$ cat config.mk
export PLATFORM = sky130hd
export DESIGN_NAME = periodic_timer_bank_core
export DESIGN_NICKNAME = d
export VERILOG_FILES = /design/src/ptb_pkg.sv /design/src/ptb_mem.sv /design/src/ptb_adv.sv /design/src/periodic_timer_bank_core.sv
export VERILOG_INCLUDE_DIRS = /design/src /design/src/src
export SDC_FILE = /design/constraint.sdc
export NUM_CORES = 2
export LEC_CHECK = 0
export ABC_AREA = 1
export BUFFER_PORTS_ARGS = -buffer_cell sky130_fd_sc_hd__buf_2
export CORE_ASPECT_RATIO = 2
export CORE_MARGIN = 2
export CORE_UTILIZATION = 40
export DETAILED_ROUTE_END_ITERATION = 8
export HOLD_SLACK_MARGIN = 0.03
export PLACE_DENSITY = 0.67
export SLEW_MARGIN = 40
export SYNTH_ARGS = -nofsm -noshare
export SYNTH_HDL_FRONTEND = slang
export SYNTH_SLANG_ARGS = --single-unit
$ cat constraint.sdc
create_clock -name clk_i -period 10.2 [get_ports clk_i]
set_input_delay 0.51 -clock clk_i [delete_from_list [all_inputs] [get_ports clk_i]]
set_output_delay 0.51 -clock clk_i [all_outputs]
set_load 0.01 [all_outputs]
$ cat src/periodic_timer_bank_core_macros.svh
// assertion helpers for the timer bank
`ifndef PERIODIC_TIMER_BANK_CORE_MACROS_SVH
`define PERIODIC_TIMER_BANK_CORE_MACROS_SVH

// same-cycle implication, sampled on clk_i, held off while rst_ni is low
`define PTB_ASSERT_NOW(lbl, ante, cons, msg) \
  lbl: assert property (@(posedge clk_i) disable iff (!rst_ni) (ante) |-> (cons)) else $error(msg);

// next-cycle implication
`define PTB_ASSERT_NEXT(lbl, ante, cons, msg) \
  lbl: assert property (@(posedge clk_i) disable iff (!rst_ni) (ante) |=> (cons)) else $error(msg);

`endif

$ cat src/ptb_pkg.sv
`timescale 1ns / 1ps

package ptb_pkg;

  localparam int unsigned NumSlotsDef = 16;

  localparam int unsigned KindW   = 3;
  localparam int unsigned SlotW   = 4;
  localparam int unsigned StatusW = 2;
  localparam int unsigned CountW  = 32;

  localparam logic [KindW-1:0] KindTick    = 3'd0;
  localparam logic [KindW-1:0] KindAlloc   = 3'd1;
  localparam logic [KindW-1:0] KindRestart = 3'd2;
  localparam logic [KindW-1:0] KindClear   = 3'd3;
  localparam logic [KindW-1:0] KindPoll    = 3'd4;

  localparam logic [StatusW-1:0] StatOk     = 2'd0;
  localparam logic [StatusW-1:0] StatFull   = 2'd1;
  localparam logic [StatusW-1:0] StatNoSlot = 2'd2;

  localparam logic [CountW-1:0] WrapLimitRst = 32'hFFFF_FFFF;

  // one slot's counters as kept in the slot memory
  typedef struct packed {
    logic [CountW-1:0] tick;
    logic [CountW-1:0] last;
    logic [CountW-1:0] resid;
    logic [CountW-1:0] period;
  } slot_rec_t;

  // updated slot from the advance unit
  typedef struct packed {
    slot_rec_t rec;
    logic      wrapped;
    logic      fire;
  } adv_res_t;

endpackage

$ cat src/ptb_mem.sv
`timescale 1ns / 1ps

module ptb_mem import ptb_pkg::*; #(
  parameter int unsigned Depth = NumSlotsDef,
  parameter int unsigned IdxW  = 4
) (
  input  logic            clk_i,
  input  logic            we_i,
  input  logic [IdxW-1:0] waddr_i,
  input  slot_rec_t       wdata_i,
  input  logic [IdxW-1:0] raddr_i,
  output slot_rec_t       rdata_o
);

  slot_rec_t mem_q [Depth];
  slot_rec_t rdata_q;

  always_ff @(posedge clk_i) begin
    if (we_i) begin
      mem_q[waddr_i] <= wdata_i;
    end
  end

  always_ff @(posedge clk_i) begin
    rdata_q <= mem_q[raddr_i];
  end

  assign rdata_o = rdata_q;

endmodule

$ cat src/ptb_adv.sv
`timescale 1ns / 1ps

// two-stage slot advance: clamp and increments, then distance compare
module ptb_adv import ptb_pkg::*; (
  input  logic              clk_i,
  input  logic              load_i,
  input  slot_rec_t         rec_i,
  input  logic              wrapped_i,
  input  logic [CountW-1:0] wrap_limit_i,
  output adv_res_t          res_o
);

  logic [CountW-1:0] tick_inc_q, resid_q, resid_inc_q, last_c_q, period_q;
  logic              below_q, wrapped_q;

  logic [CountW-1:0] sub, cmp_val;
  logic              hit;

  always_ff @(posedge clk_i) begin
    if (load_i) begin
      tick_inc_q  <= rec_i.tick + CountW'(1);
      resid_q     <= rec_i.resid;
      resid_inc_q <= rec_i.resid + CountW'(1);
      last_c_q    <= (rec_i.last > wrap_limit_i) ? wrap_limit_i : rec_i.last;
      period_q    <= rec_i.period;
      below_q     <= rec_i.tick < wrap_limit_i;
      wrapped_q   <= wrapped_i;
    end
  end

  // one subtract and one compare are shared among the branches
  assign sub     = tick_inc_q - last_c_q;
  assign cmp_val = wrapped_q ? resid_inc_q : sub;
  assign hit     = cmp_val >= period_q;

  always_comb begin
    res_o.rec.period = period_q;
    res_o.rec.tick   = tick_inc_q;
    res_o.rec.last   = last_c_q;
    res_o.rec.resid  = resid_q;
    res_o.wrapped    = wrapped_q;
    res_o.fire       = 1'b0;
    if (wrapped_q) begin
      if (hit) begin
        res_o.rec.last  = tick_inc_q;
        res_o.rec.resid = '0;
        res_o.wrapped   = 1'b0;
        res_o.fire      = 1'b1;
      end else begin
        res_o.rec.resid = resid_inc_q;
      end
    end else if (below_q) begin
      if (hit) begin
        res_o.rec.last = tick_inc_q;
        res_o.fire     = 1'b1;
      end
    end else begin
      // counter at or past the limit: restart it and carry the distance covered
      res_o.rec.resid = sub;
      res_o.rec.tick  = '0;
      res_o.wrapped   = 1'b1;
    end
  end

endmodule

$ cat src/periodic_timer_bank_core.sv
`timescale 1ns / 1ps
// channel  direction  signals
// in       input      in_valid_i / in_ready_o : kind_i, slot_i, period_i
// out      output     out_valid_o / out_ready_i : assigned_slot_o, fired_o, status_o
// cfg      input      cfg_valid_i / cfg_ready_o : cfg_data_i (wrap limit)
//
// a tick takes each allocated slot in turn through the one slot memory read port
// and the shared two-stage advance unit
// restart is a read-modify-write of the slot memory
// no clearing pass after reset: a slot is written by its allocate before any read
// a finished word waits in the output register; the next word is taken meanwhile
// the cfg port is always ready

`include "periodic_timer_bank_core_macros.svh"

module periodic_timer_bank_core import ptb_pkg::*; #(
  parameter int unsigned NUM_SLOTS = NumSlotsDef
) (
  input  logic               clk_i,
  input  logic               rst_ni,
  input  logic               in_valid_i,
  output logic               in_ready_o,
  input  logic [KindW-1:0]   kind_i,
  input  logic [SlotW-1:0]   slot_i,
  input  logic [CountW-1:0]  period_i,
  output logic               out_valid_o,
  input  logic               out_ready_i,
  output logic [SlotW-1:0]   assigned_slot_o,
  output logic               fired_o,
  output logic [StatusW-1:0] status_o,
  input  logic               cfg_valid_i,
  output logic               cfg_ready_o,
  input  logic [CountW-1:0]  cfg_data_i
);

  localparam int unsigned IdxW = (NUM_SLOTS > 1) ? $clog2(NUM_SLOTS) : 1;
  localparam int unsigned CntW = $clog2(NUM_SLOTS + 1);
  localparam logic [CntW-1:0] SlotsMax = CntW'(NUM_SLOTS);

  localparam logic [2:0] SIdle  = 3'd0;
  localparam logic [2:0] SFetch = 3'd1;
  localparam logic [2:0] SCalc  = 3'd2;
  localparam logic [2:0] SWrite = 3'd3;
  localparam logic [2:0] SRst   = 3'd4;
  localparam logic [2:0] SDone  = 3'd5;

  logic [2:0]           state_q, state_d;
  logic                 is_tick_q, is_tick_d;
  logic [IdxW-1:0]      scan_q, scan_d;
  logic [CntW-1:0]      slots_used_q, slots_used_d;
  logic [NUM_SLOTS-1:0] wrapped_q, wrapped_d;
  logic [NUM_SLOTS-1:0] fire_q, fire_d;
  logic [CountW-1:0]    wrap_limit_q;
  logic [SlotW-1:0]     res_slot_q, res_slot_d;
  logic                 res_fired_q, res_fired_d;
  logic [StatusW-1:0]   res_status_q, res_status_d;
  logic                 out_valid_q, out_valid_d;
  logic [SlotW-1:0]     out_slot_q, out_slot_d;
  logic                 out_fired_q, out_fired_d;
  logic [StatusW-1:0]   out_status_q, out_status_d;

  logic                 in_fire;
  logic [IdxW+3:0]      slot_ext, aslot_ext;
  logic [IdxW-1:0]      sidx, aidx;
  logic                 slot_ok, full, scan_last;

  logic                 mem_we;
  logic [IdxW-1:0]      mem_waddr;
  slot_rec_t            mem_wdata, mem_rdata;
  logic                 adv_load;
  adv_res_t             adv_res;

  ptb_mem #(
    .Depth (NUM_SLOTS),
    .IdxW  (IdxW)
  ) u_mem (
    .clk_i   (clk_i),
    .we_i    (mem_we),
    .waddr_i (mem_waddr),
    .wdata_i (mem_wdata),
    .raddr_i (scan_q),
    .rdata_o (mem_rdata)
  );

  ptb_adv u_adv (
    .clk_i        (clk_i),
    .load_i       (adv_load),
    .rec_i        (mem_rdata),
    .wrapped_i    (wrapped_q[scan_q]),
    .wrap_limit_i (wrap_limit_q),
    .res_o        (adv_res)
  );

  assign in_ready_o  = (state_q == SIdle);
  assign in_fire     = in_valid_i && in_ready_o;
  assign cfg_ready_o = 1'b1;

  assign slot_ext  = {{IdxW{1'b0}}, slot_i};
  assign sidx      = slot_ext[IdxW-1:0];
  assign slot_ok   = {{CntW{1'b0}}, slot_i} < {{SlotW{1'b0}}, slots_used_q};
  assign full      = (slots_used_q == SlotsMax);
  assign aidx      = slots_used_q[IdxW-1:0];
  assign aslot_ext = {4'b0000, aidx};
  assign scan_last = ((CntW'(scan_q) + CntW'(1)) == slots_used_q);

  always_comb begin
    state_d      = state_q;
    is_tick_d    = is_tick_q;
    scan_d       = scan_q;
    slots_used_d = slots_used_q;
    wrapped_d    = wrapped_q;
    fire_d       = fire_q;
    res_slot_d   = res_slot_q;
    res_fired_d  = res_fired_q;
    res_status_d = res_status_q;
    mem_we       = 1'b0;
    mem_waddr    = scan_q;
    mem_wdata    = adv_res.rec;
    adv_load     = 1'b0;
    out_valid_d  = out_valid_q && !out_ready_i;
    out_slot_d   = out_slot_q;
    out_fired_d  = out_fired_q;
    out_status_d = out_status_q;

    case (state_q)
      SIdle: begin
        if (in_fire) begin
          res_slot_d   = '0;
          res_fired_d  = 1'b0;
          res_status_d = StatOk;
          state_d      = SDone;
          case (kind_i)
            KindTick: begin
              is_tick_d = 1'b1;
              scan_d    = '0;
              if (slots_used_q != '0) begin
                state_d = SFetch;
              end
            end
            KindAlloc: begin
              if (full) begin
                res_status_d = StatFull;
              end else begin
                mem_we           = 1'b1;
                mem_waddr        = aidx;
                mem_wdata.tick   = '0;
                mem_wdata.last   = '0;
                mem_wdata.resid  = '0;
                mem_wdata.period = period_i;
                wrapped_d[aidx]  = 1'b0;
                fire_d[aidx]     = 1'b0;
                slots_used_d     = slots_used_q + CntW'(1);
                res_slot_d       = aslot_ext[SlotW-1:0];
              end
            end
            KindRestart: begin
              if (!slot_ok) begin
                res_status_d = StatNoSlot;
              end else begin
                fire_d[sidx] = 1'b0;
                scan_d       = sidx;
                is_tick_d    = 1'b0;
                state_d      = SFetch;
              end
            end
            KindClear: begin
              if (!slot_ok) begin
                res_status_d = StatNoSlot;
              end else begin
                fire_d[sidx] = 1'b0;
              end
            end
            KindPoll: begin
              if (!slot_ok) begin
                res_status_d = StatNoSlot;
              end else begin
                res_fired_d  = fire_q[sidx];
                fire_d[sidx] = 1'b0;
              end
            end
            default: begin
            end
          endcase
        end
      end
      SFetch: begin
        state_d = is_tick_q ? SCalc : SRst;
      end
      SCalc: begin
        adv_load = 1'b1;
        state_d  = SWrite;
      end
      SWrite: begin
        mem_we            = 1'b1;
        wrapped_d[scan_q] = adv_res.wrapped;
        if (adv_res.fire) begin
          fire_d[scan_q] = 1'b1;
        end
        if (scan_last) begin
          state_d = SDone;
        end else begin
          scan_d  = scan_q + IdxW'(1);
          state_d = SFetch;
        end
      end
      SRst: begin
        // restart keeps the residual count and the period
        mem_we           = 1'b1;
        mem_wdata.tick   = '0;
        mem_wdata.last   = '0;
        mem_wdata.resid  = mem_rdata.resid;
        mem_wdata.period = mem_rdata.period;
        state_d          = SDone;
      end
      SDone: begin
        if (!out_valid_q || out_ready_i) begin
          out_valid_d  = 1'b1;
          out_slot_d   = res_slot_q;
          out_fired_d  = res_fired_q;
          out_status_d = res_status_q;
          state_d      = SIdle;
        end
      end
      default: begin
        state_d = SIdle;
      end
    endcase
  end

  always_ff @(posedge clk_i or negedge rst_ni) begin
    if (!rst_ni) begin
      state_q      <= SIdle;
      is_tick_q    <= 1'b0;
      scan_q       <= '0;
      slots_used_q <= '0;
      wrapped_q    <= '0;
      fire_q       <= '0;
      wrap_limit_q <= WrapLimitRst;
      out_valid_q  <= 1'b0;
    end else begin
      state_q      <= state_d;
      is_tick_q    <= is_tick_d;
      scan_q       <= scan_d;
      slots_used_q <= slots_used_d;
      wrapped_q    <= wrapped_d;
      fire_q       <= fire_d;
      out_valid_q  <= out_valid_d;
      if (cfg_valid_i && cfg_ready_o) begin
        wrap_limit_q <= cfg_data_i;
      end
    end
  end

  always_ff @(posedge clk_i) begin
    res_slot_q   <= res_slot_d;
    res_fired_q  <= res_fired_d;
    res_status_q <= res_status_d;
    out_slot_q   <= out_slot_d;
    out_fired_q  <= out_fired_d;
    out_status_q <= out_status_d;
  end

  assign out_valid_o     = out_valid_q;
  assign assigned_slot_o = out_slot_q;
  assign fired_o         = out_fired_q;
  assign status_o        = out_status_q;

  `PTB_ASSERT_NOW(a_used_bound, 1'b1, slots_used_q <= SlotsMax, "slot count beyond bank size")
  `PTB_ASSERT_NOW(a_scan_alloc, (state_q == SCalc) || (state_q == SWrite), CntW'(scan_q) < slots_used_q, "advance on unallocated slot")
  `PTB_ASSERT_NOW(a_mem_write, mem_we, (state_q == SWrite) || (state_q == SRst) || (in_fire && (kind_i == KindAlloc) && !full), "slot memory written outside update")
  `PTB_ASSERT_NEXT(a_done_out, (state_q == SDone) && (!out_valid_q || out_ready_i), out_valid_q && (state_q == SIdle), "finished word not presented")

endmodule

# Word level (Yosys, flattened, before mapping)
# Memory sizes are Yosys's and may differ from the RTL's. A register that Yosys moved wholly into a read port is not among the register bits.
# Index checks and enable logic that the tools add are counted.
# word_totals
reg_bits	254
mem_bits_rw	2048
output_inout_bits	10
wordCells	164
n_memories	1
# classes
n_addsub	6
n_lt_le_gt_ge	10
n_eq_ne	23
n_mux	70
n_bitwise	8
reduce_logical	25
# memory_table
name	depth	word_bits	rd	rd_clocked_by_memory_dff	write_ports	line	rtl
u_mem.mem_q	16	128	1	1	1	ptb_mem.sv:15	slot_rec_t mem_q [Depth];
# ops
operator	count
two-way mux 128 bit	3
two-way mux 32 bit	8
one-hot mux 128 bit (2 select lines)	1
two-way mux 16 bit	7
one-hot mux 16 bit (2 select lines)	3
adder 32 x 1 -> 32 bit (second input constant)	2
two-way mux 64 bit	1
bitwise AND 16 bit	3
>= comparator 32 bit	1
> comparator 32 bit	1
less-than comparator 32 bit	1
NOT 16 bit	2
subtractor 32 bit	1
two-way mux 4 bit	7
two-way mux 1 bit	18
two-way mux 3 bit	6
one-hot mux 3 bit (6 select lines)	1
bitwise mux 16 bit	1
OR 16 bit	1
one-hot mux 4 bit (2 select lines)	2
less-than comparator 4 x 5 -> 1 bit (second input constant)	3
demux 1 bit (select 4 bit)	3
equality test 3 x 2 -> 1 bit (second input constant)	4
>= comparator 4 x 1 -> 1 bit (second input constant)	3
other kinds (31)	59

# Depth between registers and ports, before layout
# logic_depth
depth_word	10
mapped_depth	29

# Cells and area by module
# A second synthesis with hierarchy kept.
# unflattened
hier_cells	10621
area_unflattened_um2	107941.0
# by_module_without_submodules
mod	n_inst	cells_per_inst	area_each_um2
ptb_mem	1	7786	87617.8
ptb_adv	1	1865	13606.8
periodic_timer_bank_core	1	970	6716.4

# Worst setup path after synthesis
# OpenSTA, ideal clock, no wires.
# synth_timing
path_kind	reg2reg
from	register state_q[2]
to	register u_adv.below_q, enable pin
arrival_time_ps	7473
t_required_ps	9513
setup_slack_ps	2039
stages_incl_launch_ff	4
period_less_slack_ps	8161
cell_sequence	dfrtp_1 inv_2 nand2_2 nor2_1
# synth_via
elab_chain_len	2
# synth_lines
item	line	rtl
start: declaration	periodic_timer_bank_core.sv:47	logic [2:0] state_q, state_d;
start signal: assignment	periodic_timer_bank_core.sv:232	state_q <= SIdle;
start signal: assignment	periodic_timer_bank_core.sv:241	state_q <= state_d;
equality test 3 x 2 -> 1 bit	periodic_timer_bank_core.sv:125	case (state_q)
two-way mux 1 bit	periodic_timer_bank_core.sv:125	
end signal: assignment	ptb_adv.sv:26	below_q <= rec_i.tick < wrap_limit_i;
end: declaration	ptb_adv.sv:14	logic below_q, wrapped_q;
# No other way between the ends.
# A chain may end at the register's enable or synchronous reset.

==> impl_metrics.json <==
{
  "drv_slew": 0,
  "yosys_most_used_dff": "edfxtp_1",
  "crit_start": "u_adv.tick_inc_q[0]",
  "reg2reg_from": "u_adv.tick_inc_q[0]",
  "wl_met2_um": 152400,
  "switchingPower_uw": 12680,
  "postPlaceCellArea_mm2": 0.1042,
  "boundaryPins": 86,
  "cts.sinks": 2430,
  "status": "completed",
  "die-area_mm2": 0.2541,
  "ys_ff_latch": 2430,
  "wl_met3_um": 22360,
  "p_leak_uw": 0.03817,
  "synth_enable_flop_cells": 2224,
  "coreArea_mm2": 0.2486,
  "critPathRequiredTime_ns": 10.65,
  "cts_tree": "yes",
  "initial_core_util_pct": 40.20,
  "synth_cells": 8313,
  "swShare_pct": 38.14,
  "cpMostUsedCell": "nand2_1",
  "syn_area_per_cell_um2": 12.02,
  "finalHoldViolCount": 0,
  "p_clk_share_pct": 22.9,
  "clock_latency_ns": 0.88,
  "gp_congestion": 0.9755,
  "pwr-share-comb_pct": 34.2,
  "htreeDepth": 4,
  "drt-total-wl_um": 301100,
  "slowest_stage": "fa_1",
  "syn_to_final_growth_pct": 11.24,
  "end_kind": "flop",
  "fin_crit_ns": 5.777,
  "num_rows": 259,
  "fillers": 21920,
  "cp_num_buf_inv": 5,
  "startpoint_type": "flop",
  "vias_per_cell": 5.823,
  "synth_cell_types": 66,
  "ir_drop_v": 0.0002425,
  "slew_headroom_pct": 37.84,
  "numCtsBuffers": 197,
  "first_pass_iters": 8,
  "path_depth": 28,
  "hpwlAfterDp_um": 173800,
  "endpoint": "u_mem.mem_q[11][56]",
  "cp_top_family": "simple AND/OR/NAND/NOR gates",
  "max_freq_mhz": 173.1,
  "grt_antenna_before_repair": 25,
  "synth_warnings": 0,
  "multi_input_area_mm2": 0.02554,
  "async_flop_share_pct": 3.210,
  "synth-seq-area-share_pct": 71.39,
  "clock-skew-final_ns": 0.07612,
  "seqPwrFrac_pct": 42.9,
  "pre_cts_ws_ns": 3.929,
  "p_int_uw": 20570,
  "drive_gt1_share_pct": 8.806,
  "fp.dieH_um": 710.8,
  "final_nets": 8517,
  "power_uw": 33250,
  "wl_per_cell_um": 25.66,
  "r2r_slack_ns": 4.42,
  "root_buffer": "clkbuf_16",
  "path_class": "reg -> reg",
  "met1_length_um": 106100,
  "maxCapViolCount": 0,
  "highest_layer": "met5",
  "setup_ws_ns": 4.423,
  "ant_nets": 0,
  "syn_area_mm2": 0.09992,
  "clk_path_buf_depth": 4,
  "grt_max_degree": 184,
  "syn_nets": 8529,
  "grt-ovfl-total": 0,
  "hold_path_class": "in -> reg",
  "r2r-end": "u_mem.mem_q[11][56]",
  "vias": 68320,
  "finalSetupTns_ns": 0,
  "clkSlewWorstSetupHoldPaths_ns": 0.07,
  "layout_commonest_cell": "edfxtp_1",
  "drtIter0Drc": 7440,
  "fp.dieW_um": 357.4,
  "r2r_cells": 28,
  "ff_latch_area_mm2": 0.07135,
  "power.density_mw_per_mm2": 299.1,
  "first_global_vias": 67410,
  "finalInstanceArea_mm2": 0.1112,
  "rsz0062_at_grt": "no",
  "worst_pin_slew_ns": 0.9324,
  "port_buffers": 84,
  "setup-violations-final": 0,
  "crit_path_max_incr_delay_ns": 0.48,
  "track_usage_pct": 23.05,
  "grt_first_pass_wirelength_um": 436300,
  "route.detailed.drc": 0,
  "critPathArrivalTime_ns": 6.23,
  "mostFrequentLayoutCells": "edfxtp_1 (2224), o21ai_0 (1194), nor2_1 (1152), nand2_1 (1114), o22ai_1 (542)",
  "critPathMaxFanout": 25,
  "fin_crit_sh_pct": 56.64
}
## synth_stat cells, types with 12 or more instances
library cell,n,area [um^2]
nand4_1,184,1151
o21ai_1,16,80.08
buf_2,106,530.5
nor2_1,1208,4534
a31oi_1,13,81.33
dfstp_2,32,840.8
xor2_1,54,473.0
nand2_2,14,87.58
inv_1,352,1321
nor3_1,32,160.2
o211ai_1,37,277.8
nand2_1,1115,4185
clkbuf_1,339,1272
dfxtp_1,128,2562
a21oi_1,152,760.7
inv_2,12,45.04
dfrtp_1,46,1151
ha_1,139,1739
xnor2_1,22,192.7
edfxtp_1,2224,66780
o22ai_1,555,3472
nand3_1,178,890.9
buf_1,23,86.33
o21ai_0,1198,5996
## power groups by stage
stage / Sequential [uW] / Combinational (uW) / Clock (uW)
2_1_floorplan: 14200 / 7080 / 0
3_3_place_gp: 14500 / 10600 / 0
3_5_place_dp: 14500 / 11100 / 0
4_1_cts: 14300 / 11200 / 7700
5_1_grt: 14300 / 12300 / 8030
6_report: 14300 / 11400 / 7610
## tightest hold or removal path, cell delays in order
cell and delay (ns):
buf_2 0.08, nand2_1 0.14, o21ai_0 0.13
## layout make-up
cell class | instances | share of cell area [%]
clock inverter | 91 | 0.8003
clock buffer | 267 | 4.879
sequential | 2430 | 64.19
multi-input combinational | 5028 | 22.98
tap | 3262 | 3.672
inverter | 367 | 1.262
timing repair buffer | 277 | 2.201
antenna | 11 | 0.02476
## timing repair
item,in CTS,in global routing
hold buffers,29,0
buffers inserted,0,0
hold endpoints to repair,67,0
gates resized for setup,0,0
## sequential cells by signal (all words and copies together) (netlist names), 5 cells and up
signal,cells
u_mem.mem_q,2048
slots_used_q,5
fire_q,16
wrap_limit_q,32
u_adv.tick_inc_q,32
u_adv.resid_q,32
u_adv.last_c_q,32
u_adv.period_q,32
wrapped_q,16
u_mem.rdata_o,128
u_adv.resid_inc_q,32
## kinds of logic (layout without fill, tap and decap cells)
logic type,after synthesis,after routing,share of synthesized area [%]
AND/OR/NAND/NOR,2793,2793,11.63
flip-flops,2430,2430,71.39
AO/OA/AOI/OAI,2015,2015,11.06
buffers and inverters,855,1002,3.456
adder cells (fa/ha/maj),140,140,1.761
XOR/XNOR,76,76,0.6661
multiplexers,3,3,0.03005
other,1,12,0.003753
## metrics by stage
stage                     instances  util [%]  hold slack, ns
after floorplan                8313         -          0.2144
after global placement        11290     41.71          0.4119
after detailed placement      11330     41.94          0.4102
after CTS                     11720     44.60         0.03087
after global routing          11720     44.71         0.09404
final                         11730     44.72         0.06379
## how the worst min path moves through the flow
stage	from	to	slack (ns)	cells after the start
after floorplan	rst_ni	fire_q[0]	0.21	0
after global placement	u_mem.rdata_o[26]	u_adv.period_q[26]	0.41	0
after detailed placement	res_slot_q[1]	assigned_slot_o[1]	0.41	0
after CTS	cfg_data_i[23]	wrap_limit_q[23]	0.03	3
after global routing	cfg_data_i[26]	wrap_limit_q[26]	0.09	3
final	cfg_data_i[24]	wrap_limit_q[24]	0.06	3
## metal layers
| layer | GRT usage, % | up-vias |
|---|---|---|
| met5 | 0 | - |
| met4 | 14.24 | 6 |
| met3 | 2.823 | 784 |
| met2 | 40.42 | 3338 |
| met1 | 26.60 | 34160 |
| li1 | - | 30030 |
Power figures use the tool's default switching activity.
